File: src/rtl/core/ffsa_pkg.sv
// ffsa_pkg: shared constants, command codes and the token control struct
// for the first-free slot allocator. No dependencies.
`default_nettype none

package ffsa_pkg;

   // Default number of slot cells
   localparam int SLOTS_DEFAULT = 256;

   // Field widths
   localparam int CMD_W   = 2;
   localparam int OWNER_W = 31;
   localparam int SLOT_W  = 8;
   localparam int SIZE_W  = 9;

   // Register map
   localparam int CSR_ADDR_W     = 2;
   localparam int CSR_DATA_W     = 32;
   localparam int REG_ROOM_SIZE  = 0;

   typedef logic [CMD_W-1:0] cmd_type;

   localparam cmd_type CMD_RESERVE = 2'd0;
   localparam cmd_type CMD_RELEASE = 2'd1;
   localparam cmd_type CMD_QUERY   = 2'd2;

   // Control part of a request token moving down the cell chain
   typedef struct packed {
      logic    valid;  // slot holds a request
      cmd_type cmd;
      logic    pend;   // request still looks for its cell
      logic    hit;    // request has succeeded
   } tok_ctrl_type;

endpackage

`default_nettype wire

File: src/rtl/core/ffsa_cell.sv
// ffsa_cell: one slot of the allocator chain. Holds the busy bit and owner
// tag of slot IDX and passes the request token on. Uses ffsa_pkg.
`default_nettype none

module ffsa_cell #(
   parameter int SLOTS = 256,
   parameter int IDX   = 0
) (
   input  wire logic                          clock,
   input  wire logic                          reset,
   input  wire logic                          adv,
   input  wire logic                          clear,
   input  wire logic [$clog2(SLOTS+1)-1:0]    eff_size,
   input  wire ffsa_pkg::tok_ctrl_type        ctl_i,
   input  wire logic [ffsa_pkg::OWNER_W-1:0]  owner_i,
   input  wire logic [$clog2(SLOTS)-1:0]      slot_i,
   output      ffsa_pkg::tok_ctrl_type        ctl_o,
   output      logic [ffsa_pkg::OWNER_W-1:0]  owner_o,
   output      logic [$clog2(SLOTS)-1:0]      slot_o
);
   import ffsa_pkg::*;

   localparam int IW = $clog2(SLOTS);
   localparam int EW = $clog2(SLOTS+1);

   logic                busy_ff, busy_in;
   logic [OWNER_W-1:0]  own_ff, own_in;
   tok_ctrl_type        ctl_ff, ctl_in;
   logic [OWNER_W-1:0]  tok_owner_ff, tok_owner_in;
   logic [IW-1:0]       tok_slot_ff, tok_slot_in;
   logic                live;
   logic                match;

   assign live  = EW'(IDX) < eff_size;
   assign match = slot_i == IW'(IDX);

   // Act on a pending token that reaches this slot
   always_comb begin
      busy_in      = busy_ff;
      own_in       = own_ff;
      ctl_in       = ctl_i;
      tok_owner_in = owner_i;
      tok_slot_in  = slot_i;
      if (ctl_i.valid && ctl_i.pend) begin
         case (ctl_i.cmd)
            CMD_RESERVE: begin
               if (!busy_ff && live) begin
                  busy_in     = 1'b1;
                  own_in      = owner_i;
                  ctl_in.pend = 1'b0;
                  ctl_in.hit  = 1'b1;
                  tok_slot_in = IW'(IDX);
               end
            end
            CMD_RELEASE: begin
               if (match) begin
                  ctl_in.pend = 1'b0;
                  if (busy_ff) begin
                     ctl_in.hit   = 1'b1;
                     tok_owner_in = own_ff;
                     busy_in      = 1'b0;
                  end
               end
            end
            CMD_QUERY: begin
               if (match) begin
                  ctl_in.pend = 1'b0;
                  ctl_in.hit  = 1'b1;
                  if (busy_ff) begin
                     tok_owner_in = own_ff;
                  end
               end
            end
            default: begin
               ctl_in.pend = 1'b0;
            end
         endcase
      end
   end

   // Slot state: clear on reset or a size write, else advance with the chain
   always_ff @(posedge clock) begin
      if (reset) begin
         busy_ff <= 1'b0;
      end else if (clear) begin
         busy_ff <= 1'b0;
      end else if (adv) begin
         busy_ff <= busy_in;
      end
   end

   always_ff @(posedge clock) begin
      if (adv) begin
         own_ff       <= own_in;
         tok_owner_ff <= tok_owner_in;
         tok_slot_ff  <= tok_slot_in;
      end
   end

   always_ff @(posedge clock) begin
      if (reset) begin
         ctl_ff <= '0;
      end else if (adv) begin
         ctl_ff <= ctl_in;
      end
   end

   assign ctl_o   = ctl_ff;
   assign owner_o = tok_owner_ff;
   assign slot_o  = tok_slot_ff;

endmodule

`default_nettype wire

File: config.mk
export PLATFORM = sky130hd
export DESIGN_NAME = ffsa_cell
export DESIGN_NICKNAME = d
export VERILOG_FILES = /design/src/rtl/core/ffsa_pkg.sv /design/src/rtl/core/ffsa_cell.sv
export SDC_FILE = /design/constraint.sdc
export NUM_CORES = 1
export LEC_CHECK = 0
export ABC_AREA = 1
export BUFFER_PORTS_ARGS = -buffer_cell sky130_fd_sc_hd__buf_2
export CAP_MARGIN = 20
export CELL_PAD_IN_SITES_DETAIL_PLACEMENT = 1
export CELL_PAD_IN_SITES_GLOBAL_PLACEMENT = 1
export CORE_ASPECT_RATIO = 2
export CORE_MARGIN = 1.5
export CORE_UTILIZATION = 25
export CTS_CLUSTER_DIAMETER = 150
export DETAILED_ROUTE_END_ITERATION = 10
export PLACE_DENSITY_LB_ADDON = 0.3
export REMOVE_ABC_BUFFERS = 1
export SYNTH_ARGS = -nofsm -noshare
export SYNTH_HDL_FRONTEND = slang
export SYNTH_SLANG_ARGS = --single-unit
File: constraint.sdc
create_clock -name clock -period 3.25 [get_ports clock]
set_input_delay 0.325 -clock clock [delete_from_list [all_inputs] [get_ports clock]]
set_output_delay 0.325 -clock clock [all_outputs]
set_load 0.01 [all_outputs]
* Word level (Yosys, flattened, before mapping)
Index checks and enable logic that the tools add are counted.
** Storage, ports and cells
- Output and inout port bits :: 44
- Bits in registers :: 76
- Word-level logic and storage cells :: 40
** Operators by class
- Eq/ne operators :: 4
- Muxes and demuxes :: 17
- Order comparisons :: 1
- Reductions and logical operators :: 10
** Operators with widths (count)
- 31-bit two-way mux :: 4
- 8-bit two-way mux :: 3
- 1-bit by 9-bit less-than comparator with 1-bit output (first input constant) :: 1
- 8-bit logical NOT :: 1
- 2-bit two-way mux :: 4
- 1-bit case mux with 3 select lines :: 2
- 5-bit AND reduction :: 1
- 2-bit inequality test (second input constant) :: 2
- 4-bit AND reduction :: 1
- 2-bit OR reduction :: 2
- 1-bit two-way mux :: 3
- 2-bit by 1-bit == test with 1-bit output (second input constant) :: 1
- 2-bit == test (second input constant) :: 1
- 1-bit logical AND :: 2
- 2-bit logical NOT :: 1
- 1-bit case mux with 2 select lines :: 1
- 2-bit nonzero test :: 1
- 1-bit logical NOT :: 1

* Logic depth before layout (Yosys ltp)
Gate-level depths: netlist of the first run.
- Depth in word-level cells :: 5
- Mapped depth :: 11
- Gate-level depth less buffers :: 11

* Worst setup path before layout of the first run
Ideal clock, no wire load.
- Path kind :: input to register
- Start point :: input port ctl_i[2] in the netlist's numbering
- End point :: register own_ff[0] (enable)
- Required time :: 2.831 ns
- Setup slack :: 0.584 ns
- Buffers on the path :: 0
- Library setup time :: 0.419 ns
- Stages on the path :: 4
- Arrival :: 2.247 ns
- Cell sequence :: inv_1 > ha_1 > nand4_1 > nor2_1
** Between the ends
- Cells in the longest elaborated chain, start to end :: 2
** Ends and longest elaborated chain
- from (decl) :: RTL line ffsa_cell.sv:14 : input wire ffsa_pkg::tok_ctrl_type ctl_i,
- 2-bit logical NOT :: RTL line ffsa_cell.sv:45 : case (ctl_i.cmd)
- 4-bit AND reduction (no source line)
- to (signal assigned) :: RTL line ffsa_cell.sv:94 : own_ff <= own_in;
- to (decl) :: RTL line ffsa_cell.sv:27 : logic [OWNER_W-1:0] own_ff, own_in;
No other way between the ends.
A chain may end at the register's enable or synchronous reset.

* Final worst setup path of the first run
- Start point :: input port slot_i[4]
- End point :: register tok_owner_ff[18], in the netlist owner_o[18], data pin
** Between the ends
- Cells in the longest elaborated chain, start to end :: 4
** Ends and longest elaborated chain
- from (decl) :: RTL line ffsa_cell.sv:16 : input wire logic [$clog2(SLOTS)-1:0] slot_i,
- 8-bit logical NOT :: RTL line ffsa_cell.sv:35 : assign match = slot_i == IW'(IDX);
- 31-bit two-way mux :: RTL line ffsa_cell.sv:66 : if (match) begin
- 31-bit two-way mux
- 31-bit two-way mux :: RTL line ffsa_cell.sv:44 : if (ctl_i.valid && ctl_i.pend) begin
- via tok_owner_in[18] :: RTL line ffsa_cell.sv:29 : logic [OWNER_W-1:0] tok_owner_ff, tok_owner_in;
- to (signal assigned) :: RTL line ffsa_cell.sv:95 : tok_owner_ff <= tok_owner_in;
- to (decl) :: RTL line ffsa_cell.sv:29
The timed path passes the listed nets, and every way through them passes these cells.

==> results of run 1 <==
[power by group through the flow]
stage / registers (mW) / logic, mW / clock network (mW)
finish: 1.13 / 0.182 / 0.880
global route: 1.14 / 0.203 / 0.953
CTS: 1.13 / 0.188 / 0.910
detailed placement: 1.15 / 0.188 / 0
global placement: 1.15 / 0.185 / 0
floorplan: 1.18 / 0.0556 / 0
[cells in the final DEF (no fill, tap or decap), types with 2 or more instances in the layout]
| cell | instances |
|---|---|
| buf_4 | 2 |
| clkbuf_16 | 9 |
| o21ai_0 | 2 |
| buf_2 | 100 |
| inv_1 | 20 |
| a211oi_1 | 2 |
| ha_1 | 4 |
| nand3_1 | 2 |
| mux2_4 | 30 |
| edfxtp_1 | 70 |
| nor2_1 | 14 |
| dfxtp_1 | 6 |
| clkinv_2 | 2 |
| nand2_1 | 29 |
| a21oi_1 | 5 |
[per-layer routing]
metal / vias up / global-route usage, %
met3: 15 / 2.82
met2: 59 / 21.1
met4: 0 / 6.01
met1: 900 / 10.4
met5: - / 0
li1: 919 / -
[worst paths after layout]
| kind | startpoint | endpoint | slack [ns] | cells after the start |
|---|---|---|---|---|
| max | slot_i[4] | owner_o[18] | 1.22 | 6 |
| min | owner_i[27] | own_ff[27] | 0.19 | 1 |
| max reg2reg | busy_ff | owner_o[18] | 1.39 | 2 |
| min reg2reg | ctl_o[4] | ctl_o[4] | 0.47 | 2 |
[cell families after synthesis]
group | Yosys count
fa+ha+maj | 4
flops | 76
mux | 31
compound gates | 12
simple gates | 51
buf+inv | 23
[cell type report]
type / count / area, um2 / area share [%]
clock buffers: 10 / 229 / 5.63
clock inverters: 5 / 30.0 / 0.738
inverters: 20 / 75.1 / 1.85
multi-input cells: 98 / 813 / 20.0
flip-flops and latches: 76 / 2220 / 54.6
well taps: 147 / 184 / 4.52
repair buffers: 102 / 515 / 12.7
[through the flow]
stage | cells | utilization, % | setup slack (ns) | hold WS (ns)
floorplan | 194 | - | 0.584 | 0.394
finish | 458 | 33.4 | 1.22 | 0.191
CTS | 458 | 33.4 | 1.15 | 0.179
detailed placement | 443 | 31.2 | 0.805 | 0.465
global placement | 443 | 31.2 | 0.850 | 0.455
global route | 458 | 33.4 | 1.06 | 0.174
[registers in the layout (all words and copies together) (netlist names)]
register,count
slot_o,8
ctl_o,5
own_ff,31
busy_ff,1
owner_o,31
==> results_dict.tcl, run 1 <==
set metrics [dict create \
    status "finished, final reports clean" \
    synth_compound_area_share_pct 2.31 \
    ys_seq_elements 76 \
    grt_pass1_wl_um 10700 \
    rows 57 \
    cap_violations 0 \
    grt.total_usage_pct 11.2 \
    switchingPower_mw 0.479 \
    coreArea_um2 12200 \
    nets 368 \
    ys_top_cells_by_area "edfxtp_1 (67%), mux2_4 (14%), dfxtp_1 (3.8%)" \
    io_pins 101 \
    drv_slew 0 \
    cts_tree "yes" \
    p_clk_share_pct 40.1 \
    ys_seq_area_share_pct 70.8 \
    yosysWarnings 0 \
    relSlewSlack_pct 45.0 \
    cts.sinks 76 \
    ant_nets 0 \
    cp-start-kind "input pin" \
    die_w_um 82.2 \
    ctsResizeCount 0 \
    drt_iter0_drc 75 \
    critPathTopFamily "simple AND/OR/NAND/NOR gates" \
    final_hold_viol_count 0 \
    ys.flop_type "edfxtp_1" \
    hold_path.class "input pin to flop" \
    finalSetupViolCount 0 \
    crit_type "input pin to flop" \
    clk_pin_slew_worst_paths_ns 0.06 \
    power.leakage_nw 1.81 \
    yosysTopAreaCellShare_pct 67.0 \
    avgSynthCellArea_um2 15.9 \
    die-area_um2 13300 \
    met1Wirelength_um 2400 \
    arrival_ns 2.10 \
    switching_share_pct 21.8 \
    synth_top_family_by_area "multiplexers" \
    worstMarginPinSlew_ns 0.824 \
    wl_per_cell_um 15.2 \
    endpoint_kind "flop" \
    synth_xor_area_share_pct 0 \
    wl_met3_um 349 \
    yosysUniqueCellTypes 21 \
    synth_mux_area_share_pct 14.7 \
    worst_ir_drop_vdd_mv 0.249 \
    cts-root-buf "clkbuf_16" \
    netlist_area_um2 3140 \
    dpl_cell_area_um2 3810 \
    tns_ns 0 \
    min_period_over_period_pct 62.3 \
    wl_met2_um 3980 \
    drc 0 \
    routed_wl_um 6940 \
    synth_edf_count 70 \
    path_buf_inv 1 \
    num_vias 1893 \
    cp_cell_sequence "buf_2, nor2_1, nand2_1, nor2_2, nand4_4, mux2_4" \
    slowest_stage "nand4_4" \
    worstSkewPairLatency_ns 0.33 \
    fin_area_um2 4070 \
    highest_layer "met4" \
    rsz0062_at_grt "no" \
    finalCriticalPeriod_ns 2.03 \
    synth_top_area_cell "edfxtp_1" \
    max_freq_mhz 494 \
    ys_async_sr_fraction_pct 0 \
    ctsHoldBuffers 0 \
    p_per_area_nw_per_um2 539 \
    numCtsBuffers 9 \
    gr-total-overflow 0 \
    dpl.hpwl_um 5120 \
    place.gp.congestion 0.797 \
    antenna_found_initial 0 \
    crit_required_ns 3.32 \
    p_total_mw 2.19 \
    postCtsSetupRepairBufs 0 \
    synthToLayoutAreaGrowth_pct 29.7 \
    nFillCells 1339 \
    pwr-share-seq_pct 51.6 \
    dr.pass1.iters 4 \
    p_int_mw 1.72 \
    layout-drive-gt1-share_pct 48.2 \
    yosysMostFrequentCell "edfxtp_1" \
    crit_path_max_fanout 31 \
    initial_core_util_pct 25.7 \
    power_frac_comb_pct 8.3 \
    synthAdderAreaFrac_pct 1.60 \
    clk_path_buf_depth 2 \
    grt_pass1_vias 2083 \
    cts_max_level 3 \
    antennaDiodeCount 0 \
    syn_inst 197 \
    grt_start_max_net_pins 46 \
    skew_ns 0.00882 \
    max_stage_delay_ns 0.67 \
    die_y_um 161 \
    port-buffer-count 100 \
    ys_top_cells_by_count "edfxtp_1 (70), mux2_4 (30), nand2_1 (29)" \
    yosys.area_share.simple_pct 7.06 \
    vias_per_cell 4.13 \
]
(Power assumes the default switching activity.)
==> run 2: changes to the inputs <==
clock period = 1.8 ns   (was 3.25 ns; I/O delays follow)
==> run 2 against run 1 <==
  * Count of clock-buffer cells in the layout shrank 1
  * Utilization up 1.1 points
  * Sequential share of layout area down 1.7 points
  * Critical path type unchanged
==> results_dict.tcl, run 2 (synthesis gave the netlist of run 1 again) <==
set metrics [dict create \
    fin_area_um2 4200 \
    use_met1_pct 10.9 \
    grt_pass1_wl_um 11200 \
    synthToLayoutAreaGrowth_pct 33.9 \
    power.leakage_nw 1.87 \
    p_per_area_nw_per_um2 1060 \
    rsz0062_at_grt "no" \
    hold_end "own_ff[25]" \
    drc 0 \
    dpl.hpwl_um 5370 \
    die-area_um2 13300 \
    cts-root-buf "clkbuf_16" \
    p_total_mw 4.43 \
    r2r_slack_ns 0.47 \
    holdWs_ns 0.0382 \
    port-buffer-count 100 \
    routed_wl_um 7230 \
    grt.busiest_layer "met2" \
    ant_nets 0 \
    dpl_cell_area_um2 3860 \
    worstMarginPinSlew_ns 0.423 \
    cts_max_level 3 \
    whs_path_depth 1 \
    wl_per_cell_um 15.6 \
    dp_slack_ns 0.0528 \
    worstHoldStart "owner_i[25]" \
    skew_ns 0.00786 \
    cts.sinks 76 \
    r2r_cells 3 \
    cap_violations 0 \
    mostFrequentLayoutCells "buf_2 (100), edfxtp_1 (70), mux2_4 (30)" \
    layout-drive-gt1-share_pct 49.7 \
    endpoint_kind "flop" \
    rows 57 \
    grt.total_usage_pct 11.7 \
    drv_slew 0 \
    reg2reg_from "busy_ff" \
    relSlewSlack_pct 71.8 \
    tns_ns 0 \
    clk_pin_slew_worst_paths_ns 0.06 \
    antenna_found_initial 1 \
    finalCriticalPeriod_ns 1.36 \
    grt_pass1_vias 2112 \
    status "finished, final reports clean" \
    ctsHoldBuffers 0 \
    nets 373 \
    gr-total-overflow 0 \
    numCtsBuffers 9 \
    worst_ir_drop_vdd_mv 0.584 \
    io_pins 101 \
    crit_type "input pin to flop" \
    use_met3_pct 2.88 \
    reg2reg_to "owner_o[29]" \
    dp_cells 448 \
    cp-start-kind "input pin" \
    postCtsSetupRepairBufs 0 \
    layout_commonest_cell "buf_2" \
    crit_required_ns 1.88 \
    ctsResizeCount 0 \
    max_freq_mhz 733 \
    drt_iter0_drc 119 \
    vias_per_cell 4.25 \
    min_period_over_period_pct 75.8 \
    place.gp.congestion 0.772 \
    antennaDiodeCount 0 \
    clk_path_buf_depth 2 \
    arrival_ns 1.45 \
    instances_no_fill 463 \
    num_vias 1969 \
    initial_core_util_pct 25.7 \
    grt_start_max_net_pins 32 \
    nFillCells 1329 \
    die_y_um 161 \
    fin_ws_ns 0.436 \
    hold_path.class "input pin to flop" \
    met2_usage_pct 22.0 \
    worstSkewPairLatency_ns 0.33 \
    final_util_pct 34.4 \
    finalSetupViolCount 0 \
    cts_tree "yes" \
    dr.pass1.iters 3 \
    crit_path_max_fanout 13 \
    die_w_um 82.2 \
    final_hold_viol_count 0 \
    coreArea_um2 12200 \
]
==> run 2: worst max-delay path by stage <==
stage	startpoint	to	slack, ns	depth (start not counted)
3_3_place_gp	slot_i[0]	owner_o[7]	0.06	7
5_1_grt	slot_i[0]	owner_o[14]	0.32	7
3_5_place_dp	slot_i[0]	owner_o[29]	0.05	7
6_report	slot_i[0]	owner_o[29]	0.44	7
2_1_floorplan	ctl_i[2]	own_ff[0]	-0.72	4
4_1_cts	slot_i[0]	owner_o[7]	0.40	7
==> run 2: layer usage <==
metal  vias to the layer above  wire [um]
met2                        62       4210
met5                         -          0
met4                         0        205
li1                        927          -
met1                       967       2480
met3                        13        335
==> run 2: worst max-delay path, stage by stage <==
cell	delay [ns]
buf_2	0.11
nor2_1	0.14
nand2_1	0.10
nor2_2	0.22
nand4_4	0.12
buf_4	0.24
mux2_4	0.32
==> run 2: final cells by class <==
| cell class | count | area (um2) | share of cell area (%) |
|---|---|---|---|
| Clock buffer | 9 | 225 | 5.36 |
| Sequential cell | 76 | 2220 | 52.9 |
| Clock inverter | 6 | 114 | 2.71 |
| Timing Repair Buffer | 107 | 566 | 13.5 |
| Multi-Input combinational cell | 98 | 813 | 19.4 |
| Tap cell | 147 | 184 | 4.38 |
| Inverter | 20 | 75.1 | 1.79 |
==> run 2: power by group <==
group | internal (mW) | total (mW) | switching (mW)
Combinational | 0.162 | 0.337 | 0.175
Sequential | 2.02 | 2.04 | 0.0235
Clock | 1.35 | 2.05 | 0.704
