## src/rtl/core/ffsa_pkg.sv

```systemverilog
// ffsa_pkg: shared constants, command codes and the token control struct
// for the first-free slot allocator. No dependencies.
`default_nettype none

package ffsa_pkg;

   // Default number of slot cells
   localparam int SLOTS_DEFAULT = 256;

   // Field widths
   localparam int CMD_W   = 2;
   localparam int OWNER_W = 31;
   localparam int SLOT_W  = 8;
   localparam int SIZE_W  = 9;

   // Register map
   localparam int CSR_ADDR_W     = 2;
   localparam int CSR_DATA_W     = 32;
   localparam int REG_ROOM_SIZE  = 0;

   typedef logic [CMD_W-1:0] cmd_type;

   localparam cmd_type CMD_RESERVE = 2'd0;
   localparam cmd_type CMD_RELEASE = 2'd1;
   localparam cmd_type CMD_QUERY   = 2'd2;

   // Control part of a request token moving down the cell chain
   typedef struct packed {
      logic    valid;  // slot holds a request
      cmd_type cmd;
      logic    pend;   // request still looks for its cell
      logic    hit;    // request has succeeded
   } tok_ctrl_type;

endpackage

`default_nettype wire

```

## src/rtl/core/ffsa_tail.sv

```systemverilog
// ffsa_tail: end of the cell chain. Keeps the taken-slot count and holds
// the result register toward the output channel. Uses ffsa_pkg.
`default_nettype none

module ffsa_tail #(
   parameter int SLOTS = 256
) (
   input  wire logic                          clock,
   input  wire logic                          reset,
   input  wire logic                          clear,
   input  wire logic [$clog2(SLOTS+1)-1:0]    eff_size,
   input  wire ffsa_pkg::tok_ctrl_type        ctl_i,
   input  wire logic [ffsa_pkg::OWNER_W-1:0]  owner_i,
   input  wire logic [$clog2(SLOTS)-1:0]      slot_i,
   input  wire logic                          out_ready,
   output      logic                          adv,
   output      logic                          out_valid,
   output      logic                          out_failed,
   output      logic [ffsa_pkg::SLOT_W-1:0]   out_granted,
   output      logic [ffsa_pkg::OWNER_W-1:0]  out_owner,
   output      logic [ffsa_pkg::SIZE_W-1:0]   out_free,
   output      logic [ffsa_pkg::SIZE_W-1:0]   out_taken
);
   import ffsa_pkg::*;

   localparam int EW = $clog2(SLOTS+1);

   logic                valid_ff;
   logic [EW-1:0]       taken_ff, taken_in;
   logic                failed_ff;
   logic [SLOT_W-1:0]   granted_ff, granted_in;
   logic [OWNER_W-1:0]  owner_ff, owner_in;
   logic [SIZE_W-1:0]   free_ff, taken_out_ff;
   logic                is_res;

   // Chain moves whenever the result register is empty or being drained
   assign adv    = !valid_ff || out_ready;
   assign is_res = ctl_i.cmd == CMD_RESERVE;

   // Count after this request, and result fields
   always_comb begin
      taken_in = taken_ff;
      if (ctl_i.valid && ctl_i.hit && is_res) begin
         taken_in = taken_ff + EW'(1);
      end else if (ctl_i.valid && ctl_i.hit && ctl_i.cmd == CMD_RELEASE) begin
         taken_in = taken_ff - EW'(1);
      end
      granted_in = (is_res && ctl_i.hit) ? SLOT_W'(slot_i) : '0;
      owner_in   = is_res ? '0 : owner_i;
   end

   always_ff @(posedge clock) begin
      if (reset) begin
         taken_ff <= '0;
         valid_ff <= 1'b0;
      end else begin
         if (clear) begin
            taken_ff <= '0;
         end else if (adv) begin
            taken_ff <= taken_in;
         end
         if (adv) begin
            valid_ff <= ctl_i.valid;
         end
      end
   end

   // Result register
   always_ff @(posedge clock) begin
      if (adv) begin
         failed_ff    <= !ctl_i.hit;
         granted_ff   <= granted_in;
         owner_ff     <= owner_in;
         free_ff      <= SIZE_W'(eff_size - taken_in);
         taken_out_ff <= SIZE_W'(taken_in);
      end
   end

   assign out_valid   = valid_ff;
   assign out_failed  = failed_ff;
   assign out_granted = granted_ff;
   assign out_owner   = owner_ff;
   assign out_free    = free_ff;
   assign out_taken   = taken_out_ff;

endmodule

`default_nettype wire

```

## config.mk

```make
export PLATFORM = sky130hd
export DESIGN_NAME = ffsa_tail
export DESIGN_NICKNAME = d
export VERILOG_FILES = /design/src/rtl/core/ffsa_pkg.sv /design/src/rtl/core/ffsa_tail.sv
export SDC_FILE = /design/constraint.sdc
export NUM_CORES = 1
export LEC_CHECK = 0
export ABC_AREA = 1
export BUFFER_PORTS_ARGS = -buffer_cell sky130_fd_sc_hd__buf_4
export CAP_MARGIN = 25
export CORE_MARGIN = 4
export CORE_UTILIZATION = 50
export DETAILED_ROUTE_END_ITERATION = 6
export GPL_TIMING_DRIVEN = 0
export PLACE_DENSITY_LB_ADDON = 0.25
export SETUP_SLACK_MARGIN = 0.15
export SLEW_MARGIN = 20
export SYNTH_ARGS = -nofsm -noshare
export SYNTH_HDL_FRONTEND = slang
export SYNTH_SLANG_ARGS = --single-unit
export TNS_END_PERCENT = 5
```

## constraint.sdc

```tcl
create_clock -name clock -period 2.95 [get_ports clock]
set_input_delay 0.1475 -clock clock [delete_from_list [all_inputs] [get_ports clock]]
set_output_delay 0.1475 -clock clock [all_outputs]
set_load 0.01 [all_outputs]
```

# After elaboration in Yosys (flattened, before gate mapping)
# Index checks and enable logic that the tools add are counted.
[op_classes]
addsub = 3
eq_ne = 1
n_mux = 2
n_reduce_logical = 9
[ops]
columns = ["operator", "n"]
rows = [
  ["two-way mux 9 bit", 2],
  ["adder 9 x 1 -> 9 bit, second input constant", 1],
  ["subtractor 9 x 1 -> 9 bit, second input constant", 1],
  ["subtractor 9 bit", 1],
  ["logical AND 1 bit", 4],
  ["== test 2 x 1 -> 1 bit, second input constant", 1],
  ["logical NOT 1 bit", 2],
  ["logical NOT 2 bit", 1],
  ["OR reduction 2 bit", 1],
  ["logical OR 1 bit", 1],
]
[totals]
ff_bits = 68
input_bits = 57
out_inout_bits = 60
elab_cells = 22

# Longest topological paths before layout
# Gate-level depths: netlist of the first run.
[depth]
depth_word = 5
depth_mapped = 17

# Least setup slack after synthesis of the first run
# OpenSTA, ideal clock, no wires.
[synth_timing]
kind = "reg-to-reg"
start = "reg valid_ff, in the netlist out_valid"
end = "reg taken_ff[4]"
t_arrival_ns = 2.731
path_slack_ns = 0.123
path_stages_with_launch = 7
path_cell_list = "dfxtp_1 -> inv_1 -> nor2_2 -> inv_1 -> clkbuf_1 -> o21ai_0 -> a21oi_1"
[synth_via]
elab_chain_len = 2
[synth_rtl]
columns = ["element", "line_no", "rtl"]
rows = [
  ["start, declared", "ffsa_tail.sv:28", "logic valid_ff;"],
  ["start signal, assigned", "ffsa_tail.sv:63", "valid_ff <= ctl_i.valid;"],
  ["logical NOT 1 bit", "ffsa_tail.sv:37", "assign adv = !valid_ff || out_ready;"],
  ["logical OR 1 bit", "ffsa_tail.sv:37", ""],
  ["via adv", "ffsa_tail.sv:16", "output logic adv,"],
  ["end signal, assigned", "ffsa_tail.sv:60", "taken_ff <= taken_in;"],
  ["end, declared", "ffsa_tail.sv:29", "logic [EW-1:0] taken_ff, taken_in;"],
]
# The timed path passes the listed nets, and every way through them passes these cells.
# A chain may end at the register's enable or synchronous reset.

# Worst setup path in the final report of the first run
[layout_timing]
start = "reg taken_ff[0]"
end = "reg free_ff[7], in the netlist out_free[7], data pin"
[layout_via]
elab_chain_len = 4
[layout_rtl]
columns = ["element", "line_no", "rtl"]
rows = [
  ["subtractor 9 x 1 -> 9 bit", "ffsa_tail.sv:46", "taken_in = taken_ff - EW'(1);"],
  ["two-way mux 9 bit", "ffsa_tail.sv:45", "end else if (ctl_i.valid && ctl_i.hit && ctl_i.cmd == CMD_RELEASE) begin"],
  ["two-way mux 9 bit *", "ffsa_tail.sv:43", "if (ctl_i.valid && ctl_i.hit && is_res) begin"],
  ["via taken_in[2]", "ffsa_tail.sv:29", ""],
  ["subtractor 9 bit *", "ffsa_tail.sv:74", "free_ff <= SIZE_W'(eff_size - taken_in);"],
  ["end signal, assigned", "ffsa_tail.sv:74", ""],
  ["end, declared", "ffsa_tail.sv:33", "logic [SIZE_W-1:0] free_ff, taken_out_ff;"],
]
# Mark *: on every way through the listed nets, which the timed path passes. The rest lies on a longest branch.

==> qor.yml, run 1 <==
status:
  status: "finished clean"
global_route:
  gr-usage-all-layers_pct: 18.3
  grt_max_degree: 50
  grt_pass1_wl_microns: 10900
  grt_pass1_vias: 2496
  grt-ovfl-total: 0
  antenna_found_initial: 0
worst_setup_path:
  r2r_cells: 12
  critPathTopFamily: "adder cells"
  setup.worst_path.end: "out_free[7]"
  cpMaxStageDelayCell: "dfxtp_1"
  worstSetupEndpointType: "register"
  crit_fanout: 4
  r2r-start: "taken_ff[0]"
  critPathBufInv: 2
  critPathLaunchType: "register"
  cpPeakStageDelay_ns: 0.38
  crit_type: "reg -> reg"
  critPathLaunch: "taken_ff[0]"
  cp.depth: 12
  cp_cell_sequence: "inv_1, ha_1, nand3_1, o21ai_1, xor2_1, inv_1, ha_1, nand2_1, o21ai_1, nand4_1, o211ai_1, xor2_1"
  cp.required_ns: 3.03
  r2r-end: "out_free[7]"
  crit_arrival_ns: 2.64
  reg2reg_slack_ns: 0.39
route:
  wl_met3_microns: 593
  top_layer: "met4"
  via_count: 2636
  vias_per_cell: 4.83
  wl_microns: 7390
  wl_met2_microns: 3670
  drt_iter0_markers: 117
  ant_nets: 0
  route.detailed.drc: 0
  dr.pass1.iters: 4
  routedLengthMet1_microns: 2960
  wl_per_cell_microns: 13.5
synth:
  synth_mux_area_share_pct: 0
  seq_area_frac_synth_pct: 58.9
  synthSimpleGateAreaFrac_pct: 18.0
  syn_nets: 404
  synth_top_family_by_area: "simple AND/OR/NAND/NOR gates"
  synth_seq_cells: 68
  syn_avg_cell_area_sq_um: 9.82
  netlist.top_cell.by_area: "edfxtp_1"
  synth_fa_ha_area_share_pct: 4.40
  synth_top_area_share_pct: 52.8
  syn-cell-area_sq_mm: 0.00330
  async_flop_share_pct: 0
  ys_top_cells_by_area: "edfxtp_1 53%, inv_1 8.5%, nor2_1 6.1%"
  post_synth_num_cell_types: 31
  synth-xor-area-share_pct: 3.11
  synth-compound-area-share_pct: 6.07
  synthCells: 336
  ys_warn_count: 0
  synth_edf_count: 58
  synth_flop_cell: "edfxtp_1"
floorplanning:
  die_w_microns: 89.2
  coreArea_sq_mm: 0.00639
  start_util_pct: 51.6
  placementRows: 29
  num_io_pins: 117
  die-area_sq_mm: 0.00796
  die_y_microns: 89.2
sta:
  worst_pin_slew_ns: 0.663
  fmax_mhz: 391
  hold_viol: 0
  hold_slack_ns: 0.0655
  period_share_pct: 86.8
  rsz0062_at_grt: "yes"
  period_minus_slack_ns: 2.56
  setup_violations: 0
  slew_viol_final: 0
  fin_setup_tns_ns: 0
  skew_ns: 0.00905
  maxSlewHeadroom_pct: 55.7
clocking:
  cts_root_buffer: "clkbuf_8"
  worstSkewPairLatency_ns: 0.34
  ctsLongestPathBuffers: 2
  cts_buffers: 9
  cts_setup_buffers: 0
  ctsHtreeMaxLevel: 3
  cts_tree: "yes"
  cts_sinks: 68
  clk_pin_slew_worst_paths_ns: 0.07
power:
  power.leakage_nw: 2.29
  vdd_drop_max_v: 0.000326
  power.density_mw_per_mm2: 533
final_layout:
  drive_above_1_share_pct: 33.0
  fillers: 503
  final_nets: 532
  diodes: 0
  area.growth.synth_to_final_pct: 36.0
place:
  hpwlAfterDp_microns: 5500
  portBuffers: 115
  gp_congestion: 0.870
worst_hold_path:
  min_path_type: "in -> reg"
  hold_start: "ctl_i[4]"
run:
  cap_violations: 0
[cell usage in the layout, fill, tap and decap left out, types with 2 or more instances in the layout]
master	instances
edfxtp_1	58
ha_1	10
clkinv_4	2
o21ai_0	7
nor2_1	54
clkinv_2	2
nand2_2	4
inv_1	75
nor2_2	2
clkbuf_8	9
xor2_2	2
o211ai_1	4
xor2_1	7
nand3_2	3
nand2_1	40
o21ai_1	6
nor2_4	2
nand3_1	17
clkbuf_1	4
buf_4	115
nor3_1	2
nand2_4	3
a21oi_1	13
dfxtp_1	10
inv_2	3
[report_power, final]
part	switching [mW]	leakage (nW)	internal, mW
registers	0.0318	0.714	1.15
logic	0.238	1.48	0.224
clock network	0.355	0.0962	0.391
total	0.625	2.29	1.77
[per-stage QoR]
stage                     power (mW)  util, %  std cells  instance area, sq um  worst slack [ns]
final                           2.39     70.2        546                  4480             0.390
after global routing            2.51     70.2        546                  4480             0.131
after CTS                       2.41     70.2        546                  4480             0.197
after detailed placement        1.67     67.0        529                  4280             0.208
after global placement          1.65     66.7        528                  4260             0.283
after floorplan                 1.42        -        336                  3300             0.633
[logic make-up after synthesis]
kind of cell               Yosys count
DFF                                 68
and+or+nand+nor                    129
xor gates and xnor gates            10
buffers and inverters               83
adders and majority gates           11
AOI/OAI and AO/OA                   35
[worst reg2reg max path, delay by kind of cell (launching register included)]
family | cells | cell delay (ns)
buf+inv | 2 | 0.17
simple gates | 3 | 0.32
xor+xnor | 2 | 0.40
flops | 1 | 0.38
fa+ha+maj | 2 | 0.56
compound gates | 3 | 0.48
[state kept, by name, summed over array words and instances (netlist names)]
register / count
out_failed: 1
out_free: 9
out_granted: 8
out_owner: 31
out_taken: 9
out_valid: 1
taken_ff: 9
[routing by layer]
layer | global-route usage, % | vias up
li1 | - | 1322
met1 | 20.7 | 1211
met2 | 31.4 | 84
met3 | 5.44 | 19
met4 | 9.07 | 0
met5 | 0 | -
[how the worst min path moves through the flow]
stage,end,slack [ns],cells past startpoint
floorplan,out_valid,0.22,1
global placement,out_valid,0.32,2
detailed placement,out_valid,0.32,2
CTS,out_valid,0.05,3
global route,out_valid,0.07,3
finish,out_valid,0.07,3
[cells in the mapped netlist (4+ instances only)]
library cell	count
inv_1	75
edfxtp_1	58
nor2_1	54
nand2_1	40
nand3_1	17
a21oi_1	13
dfxtp_1	10
ha_1	10
o21ai_0	10
xor2_1	7
clkbuf_1	4
nand2_2	4
o211ai_1	4
[area by class of cell]
| cell class | instances | area, sq um | share of cell area (%) |
|---|---|---|---|
| repair buffers | 117 | 893 | 19.9 |
| inverters | 79 | 299 | 6.67 |
| clock buffers | 10 | 128 | 2.85 |
| well taps | 77 | 96.3 | 2.15 |
| plain buffers | 4 | 18.8 | 0.419 |
| clock inverters | 6 | 65.1 | 1.45 |
| flip-flops and latches | 68 | 1940 | 43.3 |
| multi-input cells | 185 | 1040 | 23.2 |
[timing repair]
action / in CTS / in global routing
hold endpoints to repair: 1 / 0
gates resized for setup: 0 / 3
hold buffers: 1 / 0
setup endpoints to repair: 0 / 4
Note: power is estimated with default switching activity, not from simulation.
==> inputs of run 2 (changes only) <==
--- a/config.mk
+++ b/config.mk
@@ -12,7 +12,7 @@
 export CORE_UTILIZATION = 50
 export DETAILED_ROUTE_END_ITERATION = 6
 export GPL_TIMING_DRIVEN = 0
-export PLACE_DENSITY_LB_ADDON = 0.25
+export PLACE_DENSITY = 0.88
 export SETUP_SLACK_MARGIN = 0.15
 export SLEW_MARGIN = 20
 export SYNTH_ARGS = -nofsm -noshare
==> qor.yml, run 2 (synthesis gave the netlist of run 1 again) <==
global_route:
  grt_max_degree: 52  # +4.0%
  use_met2_pct: 32.3  # +0.87 points
  grt_busiest_layer: "met2"
  gr-usage-met1_pct: 20.5  # -0.19 points
  antenna_found_initial: 0  # unchanged
  grt_pass1_wl_microns: 10900  # -0.13%
  grt-ovfl-total: 0  # unchanged
  grt_pass1_vias: 2501  # +0.20%
  gr-usage-all-layers_pct: 18.0  # -0.28 points
  use_met3_pct: 5.71  # +0.28 points
route:
  ant_nets: 0  # unchanged
  via_count: 2646  # +0.38%
  route.detailed.drc: 0  # unchanged
  vias_per_cell: 4.85  # +0.38%
  drt_iter0_markers: 160  # +37%
  wl_per_cell_microns: 13.4  # -1.1%
  wl_microns: 7310  # -1.1%
  dr.pass1.iters: 4  # unchanged
floorplanning:
  placementRows: 29  # unchanged
  num_io_pins: 117  # unchanged
  die_y_microns: 89.2  # unchanged
  die_w_microns: 89.2  # unchanged
  start_util_pct: 51.6  # unchanged
  coreArea_sq_mm: 0.00639  # unchanged
  die-area_sq_mm: 0.00796  # unchanged
worst_setup_path:
  reg2reg_slack_ns: 0.37  # -0.02 ns
  critPathTopFamily: "compound AO/OA/AOI/OAI gates"
  critPathBufInv: 1  # -1
  worstSetupEndpointType: "register"
  cp_cell_sequence: "inv_1, ha_1, o21ai_0, nand2_1, o21ai_1, fa_1, o21ai_0, a21oi_1, nand3_1, nand2_1"
  crit_type: "reg -> reg"
  cpPeakStageDelay_ns: 0.48  # +0.10 ns
  crit_arrival_ns: 2.68  # +0.04 ns
  critPathLaunchType: "register"
  crit_fanout: 4  # unchanged
  cpMaxStageDelayCell: "fa_1"
  cp.required_ns: 3.05  # +0.02 ns
place:
  hpwlAfterDp_microns: 5550  # +0.89%
  portBuffers: 115  # unchanged
  gp_congestion: 0.859  # -1.3%
  pre_cts_ws_ns: 0.156  # -0.0514 ns
clocking:
  cts_tree: "yes"
  ctsLongestPathBuffers: 2  # unchanged
  cts_buffers: 9  # unchanged
  ctsHtreeMaxLevel: 3  # unchanged
  cts_setup_buffers: 0  # unchanged
  cts_sinks: 68  # unchanged
  worstSkewPairLatency_ns: 0.34  # about the same
  cts_root_buffer: "clkbuf_8"
  clk_pin_slew_worst_paths_ns: 0.07  # about the same
sta:
  maxSlewHeadroom_pct: 55.5  # -0.14 points
  hold_viol: 0  # unchanged
  slew_viol_final: 0  # unchanged
  period_minus_slack_ns: 2.58  # +0.0195 ns
  fin_ws_ns: 0.371  # -0.0195 ns
  period_share_pct: 87.4  # +0.66 points
  fmax_mhz: 388  # -0.76%
  setup_violations: 0  # unchanged
  rsz0062_at_grt: "yes"
  fin_setup_tns_ns: 0  # unchanged
  skew_ns: 0.00922  # +0.000171 ns
  worst_pin_slew_ns: 0.665  # +0.00203 ns
final_layout:
  final_nets: 532  # unchanged
  final_cell_mix: "115 x buf_4, 75 x inv_1, 58 x edfxtp_1"
  largest_reg_flops: 31  # unchanged
  drive_above_1_share_pct: 33.3  # +0.21 points
  area.growth.synth_to_final_pct: 36.6
  final_common_cell: "buf_4"
  fin_util_pct: 70.6  # +0.35 points
  diodes: 0  # unchanged
power:
  power.leakage_nw: 2.30  # +0.55%
  power.density_mw_per_mm2: 548  # +2.7%
  vdd_drop_max_v: 0.000382  # +17%
worst_hold_path:
  min_path_type: "in -> reg"
status:
  status: "finished clean"
run:
  cap_violations: 0  # unchanged
run 2: layout make-up:
cell class | instances | area, sq um
fill | 442 | 1880
multi-input combinational | 185 | 1040
inverter | 79 | 299
timing repair buffer | 117 | 893
clock inverter | 7 | 91.3
sequential | 68 | 1940
tap | 77 | 96.3
buffer | 4 | 18.8
clock buffer | 9 | 124
run 2: metrics by stage:
stage	hold slack [ns]	instance area (sq um)	cells	power, mW
floorplan	0.220	3300	336	1.42
global placement	0.315	4260	528	1.65
detailed placement	0.316	4280	529	1.67
CTS	0.0432	4510	546	2.48
global route	0.0819	4510	546	2.59
finish	0.0547	4510	546	2.47
run 2: repair_timing:
action | in CTS | in global routing
hold buffers | 1 | 0
gates resized for setup | 1 | 1
endpoints found under the hold margin | 1 | 0
endpoints found under the setup margin | 1 | 3
run 2: worst paths after layout:
| check | from | end | cells after the start |
|---|---|---|---|
| min reg2reg | taken_ff[0] | taken_ff[0] | 2 |
| max | taken_ff[0] | out_free[8] | 10 |
| max reg2reg | taken_ff[0] | out_free[8] | 10 |
| min | ctl_i[4] | out_valid | 3 |
run 2: report_power, final:
part / internal (mW) / switching, mW
Sequential: 1.15 / 0.0318
Clock: 0.472 / 0.354
Combinational: 0.224 / 0.235
Total: 1.85 / 0.620
run 2: routing by layer:
layer / vias to the layer above / part of all wire [%]
met3: 8 / 11
met1: 1210 / 37
met5: - / 0
li1: 1324 / -
met2: 104 / 51
met4: 0 / 1.0
run 2: worst reg2reg max path, stage by stage, from the launching register on:
cell and delay [ns]:
dfxtp_1 0.38, inv_1 0.09, ha_1 0.29, o21ai_0 0.08, nand2_1 0.06, o21ai_1 0.17
fa_1 0.48, o21ai_0 0.43, a21oi_1 0.19, nand3_1 0.12, nand2_1 0.05
